===== config.mk =====
export PLATFORM = sky130hd
export DESIGN_NAME = ycbcr420_quad_to_rgb
export DESIGN_NICKNAME = d
export VERILOG_FILES = /design/src/hdl/ycq_pkg.sv /design/src/hdl/ycq_mul.sv /design/src/hdl/ycq_sum.sv /design/src/hdl/ycq_clamp.sv /design/src/hdl/ycbcr420_quad_to_rgb.sv
export SDC_FILE = /design/constraint.sdc
export NUM_CORES = 1
export LEC_CHECK = 0
export ABC_AREA = 0
export BUFFER_PORTS_ARGS = -buffer_cell sky130_fd_sc_hd__buf_2
export CORE_MARGIN = 10
export CORE_UTILIZATION = 60
export DETAILED_ROUTE_END_ITERATION = 8
export GPL_TIMING_DRIVEN = 0
export PLACE_DENSITY_LB_ADDON = 0.08
export SLEW_MARGIN = 20
export SYNTH_ARGS = -nofsm -noshare
export SYNTH_HDL_FRONTEND = slang
export SYNTH_SLANG_ARGS = --single-unit

===== constraint.sdc =====
create_clock -name clk -period 6.3 [get_ports clk]
set_input_delay 0.315 -clock clk [delete_from_list [all_inputs] [get_ports clk]]
set_output_delay 0.315 -clock clk [all_outputs]
set_load 0.02 [all_outputs]

===== src/hdl/ycq_pkg.sv =====
`timescale 1ns / 1ps
// ----------------------------------------------------------------------------
// ycq_pkg
// Types and coefficients shared by the 4:2:0 quad to RGB converter.
// ----------------------------------------------------------------------------
package ycq_pkg;

	localparam int unsigned SampleW = 8;
	localparam int unsigned ProdW   = 18;
	localparam int unsigned SumW    = 11;
	localparam int unsigned Pixels  = 4;

	// bt.601 limited range, scaled by 256
	localparam logic signed [ProdW-1:0] CoefY     = 18'sd298;
	localparam logic signed [ProdW-1:0] CoefCrRed = 18'sd409;
	localparam logic signed [ProdW-1:0] CoefCbBlu = 18'sd516;
	localparam logic signed [ProdW-1:0] CoefCrGrn = 18'sd208;
	localparam logic signed [ProdW-1:0] CoefCbGrn = 18'sd100;
	localparam logic signed [ProdW-1:0] LumaOfs   = 18'sd16;
	localparam logic signed [ProdW-1:0] ChromaOfs = 18'sd128;
	localparam logic signed [ProdW-1:0] RoundHalf = 18'sd128;

	typedef struct packed {
		logic [Pixels-1:0][SampleW-1:0] luma;   // tl, tr, bl, br
		logic [SampleW-1:0]             chroma_blue;
		logic [SampleW-1:0]             chroma_red;
	} ycq_quad_t;

	typedef struct packed {
		logic [Pixels-1:0][ProdW-1:0] y_prod;
		logic [16:0]                  red_prod;
		logic [17:0]                  blue_prod;
		logic [15:0]                  grn_cr_prod;
		logic [14:0]                  grn_cb_prod;
	} ycq_prod_t;

	typedef struct packed {
		logic [Pixels-1:0][SumW-1:0] red;
		logic [Pixels-1:0][SumW-1:0] green;
		logic [Pixels-1:0][SumW-1:0] blue;
	} ycq_sum_t;

	typedef struct packed {
		logic [Pixels-1:0][SampleW-1:0] first;
		logic [Pixels-1:0][SampleW-1:0] green;
		logic [Pixels-1:0][SampleW-1:0] third;
	} ycq_pix_t;

endpackage


===== src/hdl/ycq_mul.sv =====
`timescale 1ns / 1ps
// ----------------------------------------------------------------------------
// ycq_mul
// First stage: offsets removed and all coefficient products registered.
// ----------------------------------------------------------------------------
module ycq_mul
	import ycq_pkg::*;
(
	input  logic      clk,
	input  logic      arst_n,
	input  logic      in_valid,
	output logic      in_ready,
	input  ycq_quad_t in_data,
	output logic      out_valid,
	input  logic      out_ready,
	output ycq_prod_t out_data
);

	logic                 valid_s1;
	ycq_prod_t            prod_s1;
	ycq_prod_t            prod_d;
	logic signed [ProdW-1:0] cb_x;
	logic signed [ProdW-1:0] cr_x;
	logic signed [ProdW-1:0] yv_x [Pixels];
	logic signed [ProdW-1:0] y_full [Pixels];
	logic signed [ProdW-1:0] red_full;
	logic signed [ProdW-1:0] blue_full;
	logic signed [ProdW-1:0] gcr_full;
	logic signed [ProdW-1:0] gcb_full;

	assign in_ready = !valid_s1 || out_ready;

	always_comb begin
		cb_x = $signed({10'd0, in_data.chroma_blue}) - ChromaOfs;
		cr_x = $signed({10'd0, in_data.chroma_red}) - ChromaOfs;
		red_full  = CoefCrRed * cr_x + RoundHalf;
		blue_full = CoefCbBlu * cb_x + RoundHalf;
		gcr_full  = CoefCrGrn * cr_x + RoundHalf;
		gcb_full  = CoefCbGrn * cb_x + RoundHalf;
		for (int i = 0; i < Pixels; i++) begin
			yv_x[i]   = $signed({10'd0, in_data.luma[i]}) - LumaOfs;
			y_full[i] = CoefY * yv_x[i];
			prod_d.y_prod[i] = y_full[i];
		end
		prod_d.red_prod    = red_full[16:0];
		prod_d.blue_prod   = blue_full[17:0];
		prod_d.grn_cr_prod = gcr_full[15:0];
		prod_d.grn_cb_prod = gcb_full[14:0];
	end

	always_ff @(posedge clk or negedge arst_n) begin
		if (!arst_n) begin
			valid_s1 <= 1'b0;
		end else if (in_ready) begin
			valid_s1 <= in_valid;
		end
	end

	always_ff @(posedge clk) begin
		if (in_valid && in_ready) begin
			prod_s1 <= prod_d;
		end
	end

	assign out_valid = valid_s1;
	assign out_data  = prod_s1;

endmodule


===== src/hdl/ycq_sum.sv =====
`timescale 1ns / 1ps
// ----------------------------------------------------------------------------
// ycq_sum
// Second stage: floor shift of each product and the channel sums.
// ----------------------------------------------------------------------------
module ycq_sum
	import ycq_pkg::*;
(
	input  logic      clk,
	input  logic      arst_n,
	input  logic      in_valid,
	output logic      in_ready,
	input  ycq_prod_t in_data,
	output logic      out_valid,
	input  logic      out_ready,
	output ycq_sum_t  out_data
);

	logic                    valid_s2;
	ycq_sum_t                sum_s2;
	ycq_sum_t                sum_d;
	logic signed [SumW-1:0]  yterm;
	logic signed [SumW-1:0]  red_add;
	logic signed [SumW-1:0]  blue_add;
	logic signed [SumW-1:0]  green_sub;

	assign in_ready = !valid_s2 || out_ready;

	// dropping the low byte of a two's complement value is a floor shift
	always_comb begin
		red_add   = $signed({{2{in_data.red_prod[16]}}, in_data.red_prod[16:8]});
		blue_add  = $signed({in_data.blue_prod[17], in_data.blue_prod[17:8]});
		green_sub = $signed({{3{in_data.grn_cr_prod[15]}}, in_data.grn_cr_prod[15:8]})
			+ $signed({{4{in_data.grn_cb_prod[14]}}, in_data.grn_cb_prod[14:8]});
		for (int i = 0; i < Pixels; i++) begin
			yterm = $signed({in_data.y_prod[i][17], in_data.y_prod[i][17:8]});
			sum_d.red[i]   = yterm + red_add;
			sum_d.green[i] = yterm - green_sub;
			sum_d.blue[i]  = yterm + blue_add;
		end
	end

	always_ff @(posedge clk or negedge arst_n) begin
		if (!arst_n) begin
			valid_s2 <= 1'b0;
		end else if (in_ready) begin
			valid_s2 <= in_valid;
		end
	end

	always_ff @(posedge clk) begin
		if (in_valid && in_ready) begin
			sum_s2 <= sum_d;
		end
	end

	assign out_valid = valid_s2;
	assign out_data  = sum_s2;

endmodule


===== src/hdl/ycq_clamp.sv =====
`timescale 1ns / 1ps
// ----------------------------------------------------------------------------
// ycq_clamp
// Third stage: clamp to 0..255 and red/blue order, output register.
// ----------------------------------------------------------------------------
module ycq_clamp
	import ycq_pkg::*;
(
	input  logic     clk,
	input  logic     arst_n,
	input  logic     swap_rb,
	input  logic     in_valid,
	output logic     in_ready,
	input  ycq_sum_t in_data,
	output logic     out_valid,
	input  logic     out_ready,
	output ycq_pix_t out_data
);

	logic     valid_s3;
	ycq_pix_t pix_s3;
	ycq_pix_t pix_d;
	logic [SampleW-1:0] red_c;
	logic [SampleW-1:0] blue_c;

	function automatic logic [SampleW-1:0] clamp_u8(input logic [SumW-1:0] v);
		logic [SampleW-1:0] r;
		if (v[SumW-1]) begin
			r = '0;
		end else if (v[SumW-2:SampleW] != '0) begin
			r = '1;
		end else begin
			r = v[SampleW-1:0];
		end
		return r;
	endfunction

	assign in_ready = !valid_s3 || out_ready;

	always_comb begin
		for (int i = 0; i < Pixels; i++) begin
			red_c  = clamp_u8(in_data.red[i]);
			blue_c = clamp_u8(in_data.blue[i]);
			pix_d.first[i] = swap_rb ? blue_c : red_c;
			pix_d.green[i] = clamp_u8(in_data.green[i]);
			pix_d.third[i] = swap_rb ? red_c : blue_c;
		end
	end

	always_ff @(posedge clk or negedge arst_n) begin
		if (!arst_n) begin
			valid_s3 <= 1'b0;
		end else if (in_ready) begin
			valid_s3 <= in_valid;
		end
	end

	always_ff @(posedge clk) begin
		if (in_valid && in_ready) begin
			pix_s3 <= pix_d;
		end
	end

	assign out_valid = valid_s3;
	assign out_data  = pix_s3;

endmodule


===== src/hdl/ycbcr420_quad_to_rgb.sv =====
`timescale 1ns / 1ps
// ----------------------------------------------------------------------------
// ycbcr420_quad_to_rgb
// One 4:2:0 quad (four luma, shared Cb/Cr) to four 8-bit RGB pixels, bt.601.
// ----------------------------------------------------------------------------
//  channel  | direction | payload
//  s_*      | in        | quad: 4 luma + Cb + Cr, 48 bits
//  m_*      | out       | 4 pixels x 3 channels, 96 bits
//  cfg_wr_* | in        | swap_red_blue, 1 bit
//
// one item per clock sustained unless m_tready stalls; each item is registered
// through the product, sum and clamp register stages.
// reset clears the stage valid bits and swap_red_blue; no clearing pass.
// a stall at m_tready holds each full stage with no empty stage after it; empty
// stages still take items, so s_tready stays high while any stage is empty.
// ----------------------------------------------------------------------------
module ycbcr420_quad_to_rgb
	import ycq_pkg::*;
(
	input  logic        clk,
	input  logic        arst_n,
	input  logic        cfg_wr_en,
	input  logic        cfg_wr_data,
	input  logic        s_tvalid,
	output logic        s_tready,
	// luma_top_left, luma_top_right, luma_bottom_left, luma_bottom_right,
	// chroma_blue, chroma_red
	input  logic [47:0] s_tdata,
	output logic        m_tvalid,
	input  logic        m_tready,
	// tl_first, tl_green, tl_third, tr_first, tr_green, tr_third,
	// bl_first, bl_green, bl_third, br_first, br_green, br_third
	output logic [95:0] m_tdata
);

	logic      swap_q;
	ycq_quad_t quad;
	logic      mul_valid;
	logic      mul_ready;
	ycq_prod_t mul_data;
	logic      sum_valid;
	logic      sum_ready;
	ycq_sum_t  sum_data;
	ycq_pix_t  pix;

	always_ff @(posedge clk or negedge arst_n) begin
		if (!arst_n) begin
			swap_q <= 1'b0;
		end else if (cfg_wr_en) begin
			swap_q <= cfg_wr_data;
		end
	end

	always_comb begin
		for (int i = 0; i < Pixels; i++) begin
			quad.luma[i] = s_tdata[i*SampleW +: SampleW];
		end
		quad.chroma_blue = s_tdata[39:32];
		quad.chroma_red  = s_tdata[47:40];
		for (int i = 0; i < Pixels; i++) begin
			m_tdata[i*24 +: 8]      = pix.first[i];
			m_tdata[i*24 + 8 +: 8]  = pix.green[i];
			m_tdata[i*24 + 16 +: 8] = pix.third[i];
		end
	end

	ycq_mul u_mul (
		.clk       (clk),
		.arst_n    (arst_n),
		.in_valid  (s_tvalid),
		.in_ready  (s_tready),
		.in_data   (quad),
		.out_valid (mul_valid),
		.out_ready (mul_ready),
		.out_data  (mul_data)
	);

	ycq_sum u_sum (
		.clk       (clk),
		.arst_n    (arst_n),
		.in_valid  (mul_valid),
		.in_ready  (mul_ready),
		.in_data   (mul_data),
		.out_valid (sum_valid),
		.out_ready (sum_ready),
		.out_data  (sum_data)
	);

	ycq_clamp u_clamp (
		.clk       (clk),
		.arst_n    (arst_n),
		.swap_rb   (swap_q),
		.in_valid  (sum_valid),
		.in_ready  (sum_ready),
		.in_data   (sum_data),
		.out_valid (m_tvalid),
		.out_ready (m_tready),
		.out_data  (pix)
	);

`ifndef NO_ASSERTIONS
	// an empty output stage lets the whole pipe advance
	a_ready_when_out_empty: assert property (@(posedge clk) disable iff (!arst_n)
		!m_tvalid |-> s_tready)
		else $error("input stalled with empty output stage");

	// with no back pressure an item moves through the product, sum and clamp registers to the output
	a_latency: assert property (@(posedge clk) disable iff (!arst_n)
		(s_tvalid && s_tready) ##1 m_tready ##1 m_tready |=> m_tvalid)
		else $error("item lost in pipeline");

	// output can only fill from a full sum stage
	a_out_source: assert property (@(posedge clk) disable iff (!arst_n)
		$rose(m_tvalid) |-> $past(sum_valid))
		else $error("output valid without source item");

	// a full sum stage never sits behind an idle output stage
	a_no_bubble: assert property (@(posedge clk) disable iff (!arst_n)
		(sum_valid && !m_tvalid) |=> m_tvalid)
		else $error("sum stage did not advance");
`endif

endmodule


==> impl_results.md, run 1 <==
* Status: completed
* Placement Rows at 73
* DRC errors left at 0
* Cell mode on critical path: ha_1
* Remaining Overflow, GRT at 0
* PortBufs at about 150
* Floorplan die area at 0.0482 sq mm
* Post-synth ARST share at 1.31%
* Power density of the placed cells at 517 mW/mm^2
* Largest net degree at the start of global routing at 55
* Detailed-placement wirelength estimate at between 40000 and 50000 um
* Summed instance area of the synthesized netlist at 0.0239 sq mm
* Clock edge transition at the registers on the reported setup and hold paths at 0.06 ns
* Final RePlAce weighted congestion at slightly below 0.9
* Area share of the leading cell type in the synthesized netlist at between 30% and 40%
* RSZ-0062 raised after global routing: no
* Highest clock frequency the design can meet at approximately 220 MHz
* Buffer type at the clock tree root: clkbuf_16
* Global-route usage over all layers at 21.5%
* Critical Path Sink Type: flip-flop
* Final worst path period share at between 70% and 80%
* Vias at 16500
* Antenna violations before repair at 0
* Number of unique standard cell types used by synthesis at 72
* Wire length after detailed routing at between 50000 and 60000 um
* Area of the core at 0.0395 sq mm
* Critical path data arrival time at 4.80 ns
* CTS buffer count at 34
* Depth of the CTS H-tree at 2
* Library cell occupying the most area in the post-synthesis netlist: edfxtp_1
* Buffer count from post-CTS setup fixing at 0
* Clk_lat worst skew at 0.52 ns
* # clock sinks at 306
* Boundary pin count at 152
* Number of nets with antenna violations after routing at 0
* Fraction of final layout cells sized beyond drive strength 1 at 13.2%
* Register bit count reported by yosys at 306
* Maximum ir drop on the vdd rail at 0.242 mV
* Hold Crit Depth at 2
* Setup tns final at 0 ns
* Final hold violation count at 0
* Wirelength per Cell at 17.3 um
* Post-Route Utilization at between 60% and 70%
* Cells traversed along the worst timing path: buf_2 -> inv_1 -> ha_1 -> nor3b_2 -> ha_1 -> ha_1 -> inv_1 -> fa_1 -> fa_1 -> inv_1 -> ha_1 -> nand2_1 -> nor3_1 -> o211ai_1 -> a31oi_2 -> o22ai_1 -> xnor2_1
* Leakage Power at 0.0119 uW
* Number of setup violations in the final report at 0
* Count of flip-flops with a built-in enable after synthesis at 302
* Placed cell count at 2902
* Standard cell with the maximum stage delay on the critical path: nor3b_2
* Remaining max-slew budget at the tightest pin at between 30% and 40%
* Area taken by multi-input logic gates at 0.0136 sq mm
* DRT iter0 DRCs at 1089
* Critical path start-end classification: input port to flip-flop
* Post-Syn Instances at 2221
* P&R area growth vs syn at 11.4%
* Largest cells by area after synthesis: edfxtp_1 (38%), ha_1 (20%), fa_1 (6.7%)
* Max incr delay on CP at approximately 0.70 ns
* Number of warnings printed during yosys synthesis at 0
* Wire length of the first global-routing pass at 82800 um
* Worst min-delay path class: input port to flip-flop
* Initial Utilization at approximately three fifths
* Die Ht at 219 um
* Register Area at 0.00917 sq mm
* Nets in the synthesized netlist at 2742
* Buffer levels on the longest clock path at 3
* Slack of the worst reg-to-reg path at roughly 2.4 ns
* Fill cell count at 3006
* Average cell area after synthesis at between 10 and 15 sq um
* TritonCTS clock tree: built
* Sequential cell area fraction in the yosys report at 38.4%
* Destination of the worst hold path: swap_q
* DIE WIDTH at 219 um
* Post-route clock skew at around 0.018 ns
* Beginning of the worst hold path: cfg_wr_data
* Worst slack, placed at 1.20 ns
* Number of max-slew violations in the final report at 0
* Logic depth of the worst register-to-register path at 11
* Diodes inserted at 0
* Worst EP required at 6.53 ns
* Ratio of routed vias to standard cells at 5.55
* Nets@finish at 2936
* Top flip-flop cell by instance count after synthesis: edfxtp_1
* Drt first pass iters at 5
* Transition time at the pin with the least slew margin at 0.952 ns
* Vias in the first global route at 16600
* Max capacitance violation total at 0
* Tmin final at 4.57 ns
* Kind of launch point of the worst setup path: input port
* Final Worst Setup Slack at 1.73 ns
* Maximum fanout encountered on the critical timing path at 11
* Source of the worst register-to-register timing path: u_mul.out_data[9]
* Destination of the worst register-to-register timing path: u_sum.out_data[86]
* Filler-free cell count of the finished design at 2964
==> synth_stat cells (6+ instances only) <==
cell type	n
a31oi_1	18
fa_1	80
xor2_1	64
o31a_1	6
or3_1	8
and2_1	12
or2_2	19
mux2_2	69
a211oi_1	11
and3_1	10
nor3_1	60
xnor2_1	122
ha_1	387
o21bai_1	6
nor2_1	303
nand3_1	17
inv_1	280
a31o_2	6
nand2_1	68
clkbuf_1	27
o21a_1	13
a21o_1	29
a21boi_0	12
a21oi_1	59
o21ai_0	77
nand2b_1	12
o211ai_1	13
nor2b_1	39
edfxtp_1	302
==> flip-flops by register name, indices dropped and copies added (netlist names) <==
signal and flops:
u_clamp.out_data 96, u_mul.out_data 74, u_clamp.out_valid 1, u_sum.out_valid 1, u_mul.out_valid 1, u_sum.out_data 132, swap_q 1
==> layout by cell type, fill, tap and decap left out, types with 34 or more instances in the layout <==
master and instances:
edfxtp_1 302, ha_1 387, mux2_2 69, nor2_1 303
inv_1 280, xor2_1 59, buf_2 152, xnor2_1 121
nor2b_1 39, clkbuf_16 37, clkbuf_1 34, nor3_1 60
o21ai_0 77, fa_1 80, nand2_1 68, a21oi_1 59
==> logic make-up (layout without fill, tap and decap cells) <==
kind of cell / Yosys count / in the layout / synth area share (%)
buffers and inverters: 313 / 531 / 4.93
AOI/OAI and AO/OA: 297 / 297 / 8.23
adders and majority gates: 467 / 467 / 27.0
and+or+nand+nor: 580 / 580 / 11.2
muxes: 71 / 71 / 3.34
xor gates and xnor gates: 187 / 187 / 6.92
DFF: 306 / 306 / 38.4
==> repair_timing <==
item | in CTS | in global routing
hold buffers | 2 | 0
hold endpoints to repair | 5 | 0
gates resized for setup | 0 | 0
==> final cells by class <==
| cell class | instances | share of cell area [%] |
|---|---|---|
| Multi-Input combinational cell | 1602 | 51.1 |
| Sequential cell | 306 | 34.5 |
| Inverter | 280 | 3.95 |
| Clock buffer | 44 | 3.58 |
| Timing Repair Buffer | 158 | 3.36 |
| Tap cell | 525 | 2.47 |
| Clock inverter | 16 | 0.607 |
| Buffer | 33 | 0.471 |
==> worst max path at each step <==
stage | from | to | slack (ns)
after CTS | s_tdata[20] | u_mul.out_data[119] | 1.75
after floorplan | s_tdata[20] | u_mul.out_data[119] | 1.88
final | s_tdata[20] | u_mul.out_data[119] | 1.73
after global routing | s_tdata[20] | u_mul.out_data[119] | 1.50
after global placement | u_clamp.out_valid | u_sum.out_data[74] | 1.02
after detailed placement | s_tdata[20] | u_mul.out_data[119] | 1.20
==> critical path, delay by kind of cell <==
| kind | cells | cell delay, ns |
|---|---|---|
| xor gates and xnor gates | 1 | 0.14 |
| buffers and inverters | 4 | 0.39 |
| AOI/OAI and AO/OA | 3 | 0.64 |
| adders and majority gates | 6 | 2.20 |
| and+or+nand+nor | 3 | 1.11 |
==> through the flow <==
stage | hold slack [ns] | area (sq um) | total power (uW)
5_1_grt | 0.0244 | 26600 | 14900
4_1_cts | 0.0195 | 26600 | 13800
2_1_floorplan | 0.0194 | 23900 | 9730
6_report | 0.0428 | 26600 | 13800
3_5_place_dp | 0.128 | 25500 | 11700
3_3_place_gp | 0.126 | 25300 | 11400
==> power by group <==
part	switching, uW	total (uW)	internal (uW)
Clock	776	1970	1190
Sequential	474	4180	3700
Combinational	4360	7610	3250
Total	5610	13800	8140
==> routing by layer <==
metal	GRT usage, %	vias to the layer above	wire [um]
met5	0	-	0
met4	7.58	0	1620
met3	2.75	94	2960
met2	36.6	411	24300
met1	27.7	7803	22300
li1	-	8156	-
Power figures use the tool's default switching activity.
==> inputs of run 2 (changes only) <==
==> constraint.sdc (replaced) <==
create_clock -name clk -period 4.3 [get_ports clk]
set_input_delay 0.215 -clock clk [delete_from_list [all_inputs] [get_ports clk]]
set_output_delay 0.215 -clock clk [all_outputs]
set_load 0.02 [all_outputs]
==> impl_results.md, run 2 (synthesis gave the netlist of run 1 again) <==
* Status: completed
* Highest clock frequency the design can meet at between 200 and 250 MHz
* Destination of the worst register-to-register timing path: u_sum.out_data[86]
* Worst slack, placed at -0.507 ns
* Nets@finish at 2941
* Placement Rows at 73
* Wire length of the first global-routing pass at approximately 83000 um
* Cells traversed along the worst timing path: buf_2 -> inv_1 -> ha_1 -> nor3b_1 -> buf_1 -> nor2_1 -> ha_1 -> inv_1 -> fa_1 -> fa_1 -> inv_1 -> ha_1 -> nand2_1 -> nor3_1 -> o211ai_1 -> a31oi_2 -> o22ai_1 -> xnor2_1
* Clock edge transition at the registers on the reported setup and hold paths at 0.06 ns
* Boundary pin count at 152
* Power density of the placed cells at 752 mW/mm^2
* Setup tns final at 0 ns
* Maximum fanout encountered on the critical timing path at 9
* Final worst path period share at 95.5%
* Worst EP required at 4.60 ns
* Cell family contributing the most delay on the critical path: adder cells
* Buffer levels on the longest clock path at 3
* Buffer type at the clock tree root: clkbuf_16
* Leakage Power at 0.0119 uW
* Launching element of the worst setup path: s_tdata[12]
* Met2 track demand over resource in global routing at between 30% and 40%
* Source of the worst register-to-register timing path: u_mul.out_data[9]
* DIE WIDTH at 219 um
* Beginning of the worst hold path: s_tdata[38]
* GRT busiest layer: met2
* Max capacitance violation total at 0
* CTS buffer count at 31
* Floorplan die area at 0.0482 sq mm
* Antenna violations before repair at 0
* WP depth at 18
* Most common cell after layout, fill and taps aside: ha_1
* Buffers & Inverters on Critical Path at 5
* Final Worst Setup Slack at 0.193 ns
* Fill cell count at around 3000
* Critical path data arrival time at ~4.4 ns
* PortBufs at ~150
* Critical path start-end classification: input port to flip-flop
* Tmin final at 4.11 ns
* Placed cell count at 2902
* Wirelength per Cell at between 15 and 20 um
* Destination of the worst hold path: u_mul.out_data[41]
* # clock sinks at 306
* Ratio of routed vias to standard cells at 5.50
* Max reg flops at 132
* Fraction of final layout cells sized beyond drive strength 1 at 13.1%
* Diodes inserted at 0
* Maximum ir drop on the vdd rail at 0.379 mV
* Post-route clock skew at 0.0136 ns
* Remaining Overflow, GRT at 0
* Global routing usage on met1 at 29.5%
* Number of nets with antenna violations after routing at 0
* Worst hold slack at between 0.1 and 0.15 ns
* Filler-free cell count of the finished design at 2967
* Logic depth of the worst register-to-register path at 11
* P&R area growth vs syn at 11.2%
* Largest net degree at the start of global routing at 53
* Wire length after detailed routing at between 50000 and 60000 um
* Transition time at the pin with the least slew margin at 0.956 ns
* Die Ht at 219 um
* Number of setup violations in the final report at 0
* Final hold violation count at 0
* Detailed-placement wirelength estimate at between 40000 and 50000 um
* Drt first pass iters at 5
* TritonCTS clock tree: built
* Clk_lat worst skew at 0.57 ns
* DRC errors left at 0
* Critical Path Sink Type: flip-flop
* Initial Utilization at approximately three fifths
* Remaining max-slew budget at the tightest pin at 36.2%
* Vias at 16300
* Depth of the CTS H-tree at 1
* Hold Crit Depth at 3
* DRT iter0 DRCs at 936
* Post-Route Utilization at between 60 and 70%
* Final RePlAce weighted congestion at around 0.89
* Worst min-delay path class: input port to flip-flop
* Standard cell with the maximum stage delay on the critical path: fa_1
* Slack of the worst reg-to-reg path at 0.27 ns
* Number of max-slew violations in the final report at 0
* Met3 track demand over resource in global routing at 2.35%
* Max incr delay on CP at about 0.55 ns
* Kind of launch point of the worst setup path: input port
* Area of the core at 0.0395 sq mm
* Most frequent cells in the layout: ha_1 (387), nor2_1 (303), edfxtp_1 (302), inv_1 (280), buf_2 (152)
* Global-route usage over all layers at approximately 22%
* Vias in the first global route at 16100
==> run 2: worst max path at each step <==
stage,slack (ns),endpoint
2_1_floorplan,0.08,u_sum.out_data[0]
3_5_place_dp,-0.51,u_mul.out_data[101]
6_report,0.19,u_mul.out_data[101]
3_3_place_gp,-0.93,u_sum.out_data[66]
5_1_grt,-0.02,u_mul.out_data[101]
4_1_cts,0.10,u_mul.out_data[101]
==> run 2: per-layer routing <==
layer	share of wire (%)	wire, um
met1	46	23700
met2	46	23600
met3	5.4	2800
met4	2.9	1480
met5	0	0
==> run 2: power breakdown <==
| group | leakage, uW | switching [uW] | internal (uW) | total, uW |
|---|---|---|---|---|
| Combinational | 0.00847 | 6450 | 4770 | 11200 |
| Sequential | 0.00297 | 698 | 5420 | 6120 |
| Clock | 0.000469 | 1120 | 1500 | 2610 |
| Total | 0.0119 | 8260 | 11700 | 20000 |
==> run 2: final cells by class <==
cell class                 instances  area [sq um]  area share (%)
inverter                         280          1050            3.96
timing repair buffer             166           967            3.65
multi-input combinational       1602         13600            51.3
tap                              525           657            2.48
clock inverter                    15           151           0.571
buffer                            33           125           0.472
sequential                       306          9170            34.6
clock buffer                      40           810            3.05
==> run 2: stage by stage <==
step / total power (uW) / instance area (sq um)
finish: 20000 / 26500
global route: 21600 / 26500
CTS: 20000 / 26500
detailed placement: 17300 / 25500
global placement: 16800 / 25300
floorplan: 14300 / 23900
==> run 2: worst register-to-register path: stages, from the launching register on <==
cell and delay (ns):
edfxtp_1 0.40, ha_1 0.30, a21o_1 0.17, a21oi_1 0.28, nand2b_1 0.16, a21boi_0 0.12, o41ai_1 0.43, xor2_2 0.65
ha_1 0.41, nor4_1 0.07, a2111oi_0 0.52, o311ai_0 0.22
==> run 2: timing repair <==
item                                    4_1_cts  5_1_grt
gates resized for setup                       0        3
hold buffers                                  6        0
endpoints found under the hold margin         8        0
buffers inserted                              0        4
endpoints found under the setup margin        0       11
